**src/rtl/itoa_pkg.sv**
```systemverilog
`default_nettype none

package itoa_pkg;

  localparam int VALUE_BITS_DEFAULT = 32;

  localparam logic [1:0] KIND_SIGNED = 2'd0;
  localparam logic [1:0] KIND_HEX    = 2'd1;

  localparam logic [6:0] ASCII_MINUS   = 7'h2d;
  localparam logic [6:0] ASCII_ZERO    = 7'h30;
  localparam logic [6:0] ASCII_LOWER_A = 7'h61;

  typedef struct packed {
    logic load;   // capture input transaction
    logic shift;  // one conversion step, two bits in
    logic count;  // find the leading digit
    logic emit;   // push one character to the output register
  } itoa_cmd_t;

  typedef struct packed {
    logic conv_done;
    logic slot_free;
    logic final_char;
  } itoa_sts_t;

  function automatic logic [6:0] ascii_of(input logic [3:0] digit);
    logic [6:0] c;
    if (digit < 4'd10) begin
      c = ASCII_ZERO + {3'd0, digit};
    end else begin
      c = ASCII_LOWER_A + {3'd0, digit - 4'd10};
    end
    return c;
  endfunction

endpackage

`default_nettype wire

```
**src/rtl/itoa_ctrl.sv**
```systemverilog
`default_nettype none

module itoa_ctrl
  import itoa_pkg::*;
(
  input  wire logic      clk,
  input  wire logic      rst,
  input  wire logic      num_valid,
  output logic           num_stall,
  input  itoa_sts_t      sts,
  output itoa_cmd_t      cmd
);

  typedef enum logic [3:0] {
    S_IDLE  = 4'b0001,
    S_CONV  = 4'b0010,
    S_COUNT = 4'b0100,
    S_EMIT  = 4'b1000
  } state_t;

  state_t state, state_next;

  always_ff @(posedge clk) begin
    if (rst) begin
      state <= S_IDLE;
    end else begin
      state <= state_next;
    end
  end

  assign num_stall = (state != S_IDLE);

  always_comb begin
    state_next = state;
    cmd        = '0;
    unique case (state)
      S_IDLE: begin
        if (num_valid) begin
          cmd.load   = 1'b1;
          state_next = S_CONV;
        end
      end
      S_CONV: begin
        if (sts.conv_done) begin
          state_next = S_COUNT;
        end else begin
          cmd.shift = 1'b1;
        end
      end
      S_COUNT: begin
        cmd.count  = 1'b1;
        state_next = S_EMIT;
      end
      S_EMIT: begin
        if (sts.slot_free) begin
          cmd.emit = 1'b1;
          if (sts.final_char) begin
            state_next = S_IDLE;
          end
        end
      end
      default: begin
        state_next = S_IDLE;
      end
    endcase
  end

endmodule

`default_nettype wire

```
**src/rtl/itoa_datapath.sv**
```systemverilog
`default_nettype none

module itoa_datapath
  import itoa_pkg::*;
#(
  parameter int VALUE_BITS = VALUE_BITS_DEFAULT
) (
  input  wire logic                         clk,
  input  wire logic                         rst,
  input  itoa_cmd_t                         cmd,
  output itoa_sts_t                         sts,
  input  wire logic [1:0]                   kind,
  input  wire logic signed [VALUE_BITS-1:0] value,
  output logic                              chr_valid,
  input  wire logic                         chr_stall,
  output logic [6:0]                        character,
  output logic                              last
);

  // decimal digits of the widest unsigned value: floor(bits * log10(2)) + 1
  localparam int DIGITS    = (VALUE_BITS * 1233) / 4096 + 1;
  localparam int BCD_BITS  = DIGITS * 4;
  localparam int EVEN_BITS = VALUE_BITS + (VALUE_BITS % 2);
  localparam int STEPS     = EVEN_BITS / 2;
  localparam int STEP_W    = $clog2(STEPS + 1);
  localparam int IDX_W     = $clog2(DIGITS);

  logic [EVEN_BITS-1:0] mag;
  logic [BCD_BITS-1:0]  bcd;
  logic [STEP_W-1:0]    step_cnt;
  logic [IDX_W-1:0]     idx;
  logic                 neg;
  logic                 sign_left;

  logic [VALUE_BITS-1:0] pat;
  logic                  is_neg;
  logic [VALUE_BITS-1:0] mag_in;
  logic [BCD_BITS-1:0]   adj_a, sh_a, adj_b, sh_b;
  logic [IDX_W-1:0]      top_idx;
  logic [3:0]            cur_digit;

  assign pat    = value;
  assign is_neg = (kind == KIND_SIGNED) && pat[VALUE_BITS-1];
  assign mag_in = is_neg ? VALUE_BITS'(~pat + 1'b1) : pat;

  // double dabble, two bits per step
  always_comb begin
    for (int i = 0; i < DIGITS; i++) begin
      adj_a[i*4 +: 4] = (bcd[i*4 +: 4] >= 4'd5) ? bcd[i*4 +: 4] + 4'd3 : bcd[i*4 +: 4];
    end
    sh_a = {adj_a[BCD_BITS-2:0], mag[EVEN_BITS-1]};
    for (int i = 0; i < DIGITS; i++) begin
      adj_b[i*4 +: 4] = (sh_a[i*4 +: 4] >= 4'd5) ? sh_a[i*4 +: 4] + 4'd3 : sh_a[i*4 +: 4];
    end
    sh_b = {adj_b[BCD_BITS-2:0], mag[EVEN_BITS-2]};
  end

  always_comb begin
    top_idx = '0;
    for (int i = 0; i < DIGITS; i++) begin
      if (bcd[i*4 +: 4] != 4'd0) begin
        top_idx = IDX_W'(i);
      end
    end
  end

  assign cur_digit = bcd[{idx, 2'b00} +: 4];

  always_ff @(posedge clk) begin
    if (cmd.load) begin
      mag <= EVEN_BITS'(mag_in);
      neg <= is_neg;
      if (kind == KIND_HEX) begin
        bcd      <= BCD_BITS'(pat);
        step_cnt <= '0;
      end else begin
        bcd      <= '0;
        step_cnt <= STEP_W'(STEPS);
      end
    end else if (cmd.shift) begin
      bcd      <= sh_b;
      mag      <= {mag[EVEN_BITS-3:0], 2'b00};
      step_cnt <= step_cnt - 1'b1;
    end
    if (cmd.count) begin
      idx       <= top_idx;
      sign_left <= neg;
    end else if (cmd.emit) begin
      if (sign_left) begin
        sign_left <= 1'b0;
        character <= ASCII_MINUS;
        last      <= 1'b0;
      end else begin
        idx       <= idx - 1'b1;
        character <= ascii_of(cur_digit);
        last      <= (idx == '0);
      end
    end
  end

  always_ff @(posedge clk) begin
    if (rst) begin
      chr_valid <= 1'b0;
    end else if (cmd.emit) begin
      chr_valid <= 1'b1;
    end else if (!chr_stall) begin
      chr_valid <= 1'b0;
    end
  end

  assign sts.conv_done  = (step_cnt == '0);
  assign sts.slot_free  = !chr_valid || !chr_stall;
  assign sts.final_char = !sign_left && (idx == '0);

endmodule

`default_nettype wire

```
**src/rtl/integer_to_ascii_converter_core.sv**
```systemverilog
`default_nettype none

// Channel  Handshake              Payload
// num      num_valid / num_stall  kind[1:0], value[VALUE_BITS-1:0]
// chr      chr_valid / chr_stall  character[6:0], last
//
// One number at a time. Decimal: a load, VALUE_BITS/2 (rounded up) steps
// of the two-bit double dabble loop, a settle step and a search for the
// leading digit, then one character per cycle (sign plus digits) while chr_stall
// allows. Hex skips the conversion loop. num_stall drops once the last
// character is in the output register. Reset is synchronous; chr_stall only
// holds up emission.
module integer_to_ascii_converter_core
  import itoa_pkg::*;
#(
  parameter int VALUE_BITS = VALUE_BITS_DEFAULT
) (
  input  wire logic                         clk,
  input  wire logic                         rst,
  input  wire logic                         num_valid,
  output logic                              num_stall,
  input  wire logic [1:0]                   kind,
  input  wire logic signed [VALUE_BITS-1:0] value,
  output logic                              chr_valid,
  input  wire logic                         chr_stall,
  output logic [6:0]                        character,
  output logic                              last
);

  itoa_cmd_t cmd;
  itoa_sts_t sts;

  itoa_ctrl u_ctrl (
    .clk       (clk),
    .rst       (rst),
    .num_valid (num_valid),
    .num_stall (num_stall),
    .sts       (sts),
    .cmd       (cmd)
  );

  itoa_datapath #(
    .VALUE_BITS (VALUE_BITS)
  ) u_datapath (
    .clk       (clk),
    .rst       (rst),
    .cmd       (cmd),
    .sts       (sts),
    .kind      (kind),
    .value     (value),
    .chr_valid (chr_valid),
    .chr_stall (chr_stall),
    .character (character),
    .last      (last)
  );

endmodule

`default_nettype wire
```
**config.mk**
```make
export PLATFORM = sky130hd
export DESIGN_NAME = integer_to_ascii_converter_core
export DESIGN_NICKNAME = d
export VERILOG_FILES = /design/src/rtl/itoa_pkg.sv /design/src/rtl/itoa_ctrl.sv /design/src/rtl/itoa_datapath.sv /design/src/rtl/integer_to_ascii_converter_core.sv
export SDC_FILE = /design/constraint.sdc
export NUM_CORES = 1
export LEC_CHECK = 0
export ABC_AREA = 1
export BUFFER_PORTS_ARGS = -buffer_cell sky130_fd_sc_hd__buf_2
export CORE_ASPECT_RATIO = 1.5
export CORE_MARGIN = 4
export CORE_UTILIZATION = 50
export DETAILED_ROUTE_END_ITERATION = 8
export PLACE_DENSITY = 0.75
export SLEW_MARGIN = 15
export SYNTH_ARGS = -nofsm -noshare
export SYNTH_HDL_FRONTEND = slang
export SYNTH_SLANG_ARGS = --single-unit
```
**constraint.sdc**
```tcl
create_clock -name clk -period 8.8 [get_ports clk]
set_clock_uncertainty 0.15 [all_clocks]
set_input_delay 1.32 -clock clk [delete_from_list [all_inputs] [get_ports clk]]
set_output_delay 1.32 -clock clk [all_outputs]
set_load 0.02 [all_outputs]
```
# Yosys cells after proc, flatten, opt, wreduce, memory -nomap -nowiden
# Cells that the tools add are included.
[classes]
addsub = 26
n_mux = 58
shifts = 1
reduce_logical = 23
n_bitwise = 2
magnitude_cmp = 21
n_eq_ne = 12
[ops]
columns = ["cell", "count"]
rows = [
  ["$mux 32", 4],
  ["$mux 4", 27],
  ["$ge 4x3->1 const B", 20],
  ["$mux 40", 2],
  ["$add 4x2->4 const B", 18],
  ["$shiftx 40x7->4", 1],
  ["$reduce_bool 4->1", 9],
  ["$add 32x1->32 const B", 1],
  ["$not 32->32", 1],
  ["$mux 3", 6],
  ["$pmux 4 s4", 1],
  ["$mux 5", 3],
  ["$mux 1", 12],
  ["$ne 2x2->1 const B", 5],
  ["$add 6x4->7 const A", 1],
  ["$add 6x5->7 const A", 1],
  ["$mux 7", 1],
  ["$add 3x2->3 const B", 2],
  ["$logic_not 5->1", 1],
  ["$sub 5x1->5 const B", 1],
  ["$eq 4x1->1 const B", 1],
  ["$eq 4x2->1 const B", 1],
  ["$eq 4x3->1 const B", 1],
  ["$eq 4x4->1 const B", 1],
  ["other kinds (16)", 22],
]
[word_totals]
reg_bits = 96
input_bits = 38

# Longest topological paths before layout
[depth]
ltp_word = 11
depth_mapped = 15
ltp_nobuf = 15

# Hierarchy
# A second synthesis with hierarchy kept.
[hier_totals]
cells_unflattened = 1020
area_unflattened_um2 = 7364.6
[by_module_without_submodules]
columns = ["mod", "cells_per_inst", "area_each_um2", "instances", "seq_area_each_um2"]
rows = [
  ["itoa_datapath", 984, 7120.6, 1, 2722.6],
  ["itoa_ctrl", 36, 244.0, 1, 80.1],
]

# Worst setup path before layout
# OpenSTA, ideal clock, no wires.
[synth_path]
path_type = "input-to-reg"
from = "input port num_valid"
to = "register u_datapath.bcd[0] (enable)"
required_time_ps = 8213
stages = 6
setup_time_ps = 437
arrival_ps = 3482
path_slack_ps = 4730
path_cell_list = "inv_1 > nor2_4 > inv_2 > buf_6 > buf_2 > nand2_1"
[synth_via]
elab_chain_len = 3
[synth_rtl]
columns = ["element", "line", "rtl"]
rows = [
  ["start, declared", "integer_to_ascii_converter_core.sv:20", "input wire logic num_valid,"],
  ["$mux 1", "itoa_ctrl.sv:38", "if (num_valid) begin"],
  ["$mux 1", "itoa_ctrl.sv:36", "unique case (state)"],
  ["$reduce_bool 2->1 (no source line)", "--", ""],
  ["end signal, assigned", "itoa_datapath.sv:74", "bcd <= BCD_BITS'(pat);"],
  ["end, declared", "itoa_datapath.sv:29", "logic [BCD_BITS-1:0] bcd;"],
]
# No other way between the ends.
# A chain may end at the register's enable or synchronous reset.

# Worst setup path after layout
[layout_path]
from = "register u_datapath.idx[0]"
to = "register u_datapath.character[4], data pin"
[layout_via]
elab_chain_len = 4
elab_cells_between_ends = 6
cone_classes = "add/sub: 3; order compare: 1; shift: 1; mux: 1"
[layout_rtl]
columns = ["element", "line", "rtl"]
rows = [
  ["start, declared", "itoa_datapath.sv:31", "logic [IDX_W-1:0] idx;"],
  ["start signal, assigned", "itoa_datapath.sv:86", "idx <= top_idx;"],
  ["start signal, assigned", "itoa_datapath.sv:94", "idx <= idx - 1'b1;"],
  ["$shiftx 40x7->4 *", "itoa_datapath.sv:67", "assign cur_digit = bcd[{idx, 2'b00} +: 4];"],
  ["$sub 4x4->4", "itoa_pkg.sv:32", "c = ASCII_LOWER_A + {3'd0, digit - 4'd10};"],
  ["$add 6x5->7", "itoa_pkg.sv:32", ""],
  ["$mux 7 *", "itoa_pkg.sv:29", "if (digit < 4'd10) begin"],
  ["end signal, assigned", "itoa_datapath.sv:95", "character <= ascii_of(cur_digit);"],
  ["end, declared", "itoa_datapath.sv:16", "output logic [6:0] character,"],
]
# Every way passes the cells marked *; elsewhere a longest branch is shown, timed or not.

==> flow_metrics.tcl <==
set metrics [dict create \
    r2r_slack_ns 5.62 \
    htree_num_levels 3 \
    hold_buffers 0 \
    grt_max_degree 92 \
    min_period_over_period_pct 36.19 \
    die_w_um 106.3 \
    worst_pin_slew_ns 1.080 \
    worstPathRequired_ns 8.76 \
    finalNetCount 1111 \
    startpoint_type "flip-flop" \
    antenna_found_initial 0 \
    post_cts_resized 0 \
    final_layout_size_suffix_gt1_share_pct 7.817 \
    regArea_um2 2803 \
    drc 0 \
    viasPerCell 5.248 \
    setup_viol 0 \
    die_y_um 155.4 \
    final_common_cell "nand2_1" \
    p_leak_uw 0.003784 \
    synth_warnings 0 \
    min_from "u_datapath.chr_valid$_SDFFE_PP0P_" \
    clk_pin_slew_worst_paths_ns 0.07 \
    maxCapViolCount 0 \
    finalNonFillerCells 1241 \
    slew_viol_final 0 \
    antenna-diode-count 0 \
    synth_nets 1078 \
    grt_pass1_vias 6104 \
    rsz0062_at_grt "no" \
    max-slew-margin-rel_pct 27.97 \
    final_cell_mix "nand2_1, inv_1, o21ai_0, nand3_1, edfxtp_1" \
    core_um2 14120 \
    vdd_drop_max_mv 0.1234 \
    synth_area_per_cell_um2 7.166 \
    dp_hpwl_um 12560 \
    drt-initial-drc-count 423 \
    synth_edf_count 90 \
    clockBufferDepth 2 \
    dieArea_um2 16520 \
    setup.worst_path.end_class "flip-flop" \
    fin_tns_setup_ns 0 \
    synthFlopType "edfxtp_1" \
    period_needed_ns 3.185 \
    routedWlPerCell_um 13.49 \
    postSynthCellCount 1011 \
    hold_depth 2 \
    hp-class "reg -> reg" \
    path_class "reg -> reg" \
    cts_tree "yes" \
    fin_util_pct 55.50 \
    clk_latency_ns 0.35 \
    clockRootBuffer "clkbuf_16" \
    synth_area_leaders "edfxtp_1, nand2_1, inv_1" \
    syn2layout_area_growth_pct 8.204 \
    synth.cell_area_um2 7244 \
    synth_top_area_share_pct 37.31 \
    gp_congestion 0.8631 \
    cts_setup_buffers 0 \
    rows 53 \
    vias 6513 \
    synth.distinct_cells 46 \
    drtPass1Iterations 5 \
    crit_arrival_ns 3.14 \
    num-fill-cells 1372 \
    numCtsBuffers 9 \
    pwr_density_cell_nw_per_um2 307.1 \
    grt_usage_pct 20.56 \
    yosys.area.top_type "edfxtp_1" \
    gr-total-overflow 0 \
    fmax_ghz 0.3140 \
    drt_wl_total_um 16740 \
    multi_input_area_um2 3699 \
    outcome "finished clean" \
    r2r_cells 12 \
    hold_path_end "u_datapath.chr_valid$_SDFFE_PP0P_" \
    seq_area_frac_synth_pct 38.69 \
    reg2reg_to "u_datapath.character[4]$_SDFFCE_PP0P_" \
    grt_pass1_wl_um 27700 \
    io_buffer_count 46 \
    place_inst 1225 \
    async_reset_ff_share_pct 0 \
    finalHoldViolCount 0 \
    initial_core_util_pct 51.29 \
    cts_sinks 95 \
    r2r-start "u_datapath.idx[0]$_DFFE_PP_" \
    antenna_left 0 \
    io_pins 48 \
    ys_ff_latch 95 \
    worstPathMaxFanout 33 \
]
[through the flow]
step           total power, µW  area (µm²)  hold WS, ns  worst slack, ns
2_1_floorplan             1774        7244       0.3384            4.730
3_3_place_gp              2000        7566       0.3491            5.324
3_5_place_dp              2038        7566       0.3598            5.340
4_1_cts                   2412        7839       0.3786            5.696
5_1_grt                   2666        7839       0.4099            5.319
6_report                  2408        7839       0.3687            5.615
[registers in the layout, indices dropped and copies added (netlist names)]
name,count
u_datapath.chr_valid,1
u_datapath.step_cnt,5
u_datapath.bcd,40
u_datapath.idx,4
u_datapath.mag,32
u_ctrl.state,4
u_datapath.neg,1
u_datapath.sign_left,1
u_datapath.character,6
u_datapath.last,1
[cell type report]
type                            count  area share, %
Inverter                          155          7.486
Clock buffer                        9          2.873
Clock inverter                      7         0.6065
Tap cell                          192          3.065
Timing Repair Buffer               47          3.033
Sequential cell                    95          35.75
Multi-Input combinational cell    736          47.18
[critical path, cell delays in order (launching register included)]
cell	delay, ns
edfxtp_1	1.02
inv_1	0.46
nand2_1	0.19
nand3_1	0.09
nand3_1	0.14
nand3_1	0.10
nand2_1	0.13
inv_1	0.08
ha_1	0.30
nand3b_1	0.11
nand3_1	0.08
nand2_1	0.07
inv_1	0.04
[worst max-delay path by stage]
stage	from	end	slack, ns	cells after the start
after floorplan	num_valid	u_datapath.bcd[0]$_DFFE_PP_	4.73	6
after global placement	num_valid	u_datapath.mag[1]$_SDFFCE_PN0P_	5.32	5
after detailed placement	num_valid	u_datapath.mag[1]$_SDFFCE_PN0P_	5.34	5
after CTS	u_datapath.idx[0]$_DFFE_PP_	u_datapath.character[4]$_SDFFCE_PP0P_	5.70	12
after global routing	u_datapath.idx[0]$_DFFE_PP_	u_datapath.character[4]$_SDFFCE_PP0P_	5.32	12
final	u_datapath.idx[0]$_DFFE_PP_	u_datapath.character[4]$_SDFFCE_PP0P_	5.62	12
[where the power goes]
group / internal [µW] / switching, µW / total [µW]
clock: 192 / 177 / 369
combinational: 428 / 826 / 1250
sequential: 699 / 84.8 / 784
[synth_stat cells (2+ instances only)]
cell	count
xor2_1	27
o21bai_1	2
nand3_1	92
buf_2	11
xnor2_1	2
nand3b_1	10
o21ai_1	7
o21ai_0	97
o22ai_1	7
o21ai_2	2
clkbuf_1	4
or2_1	2
a21oi_1	22
ha_1	29
nor2_4	2
inv_2	3
nand2_1	318
nor4_1	4
o211ai_1	8
buf_6	5
nor3_1	7
dfxtp_1	5
clkinv_1	2
or2_2	2
buf_4	5
nor2_1	70
edfxtp_1	90
nand4_1	7
a31oi_1	3
o31ai_2	2
inv_1	149
[cell families after synthesis]
family | synth area share [%]
flops | 38.69
simple gates | 30.59
xor+xnor | 3.506
fa+ha+maj | 5.009
buf+inv | 10.36
other cells | 0.05176
compound gates | 11.80
[per-layer routing]
metal | GRT usage (%) | up-vias | wire, µm
li1 | - | 3369 | -
met4 | 9.012 | 0 | 529
met2 | 37.14 | 147 | 8566
met1 | 24.33 | 2960 | 7113
met5 | 0 | - | 0
met3 | 2.408 | 37 | 533
(Power assumes the default switching activity.)
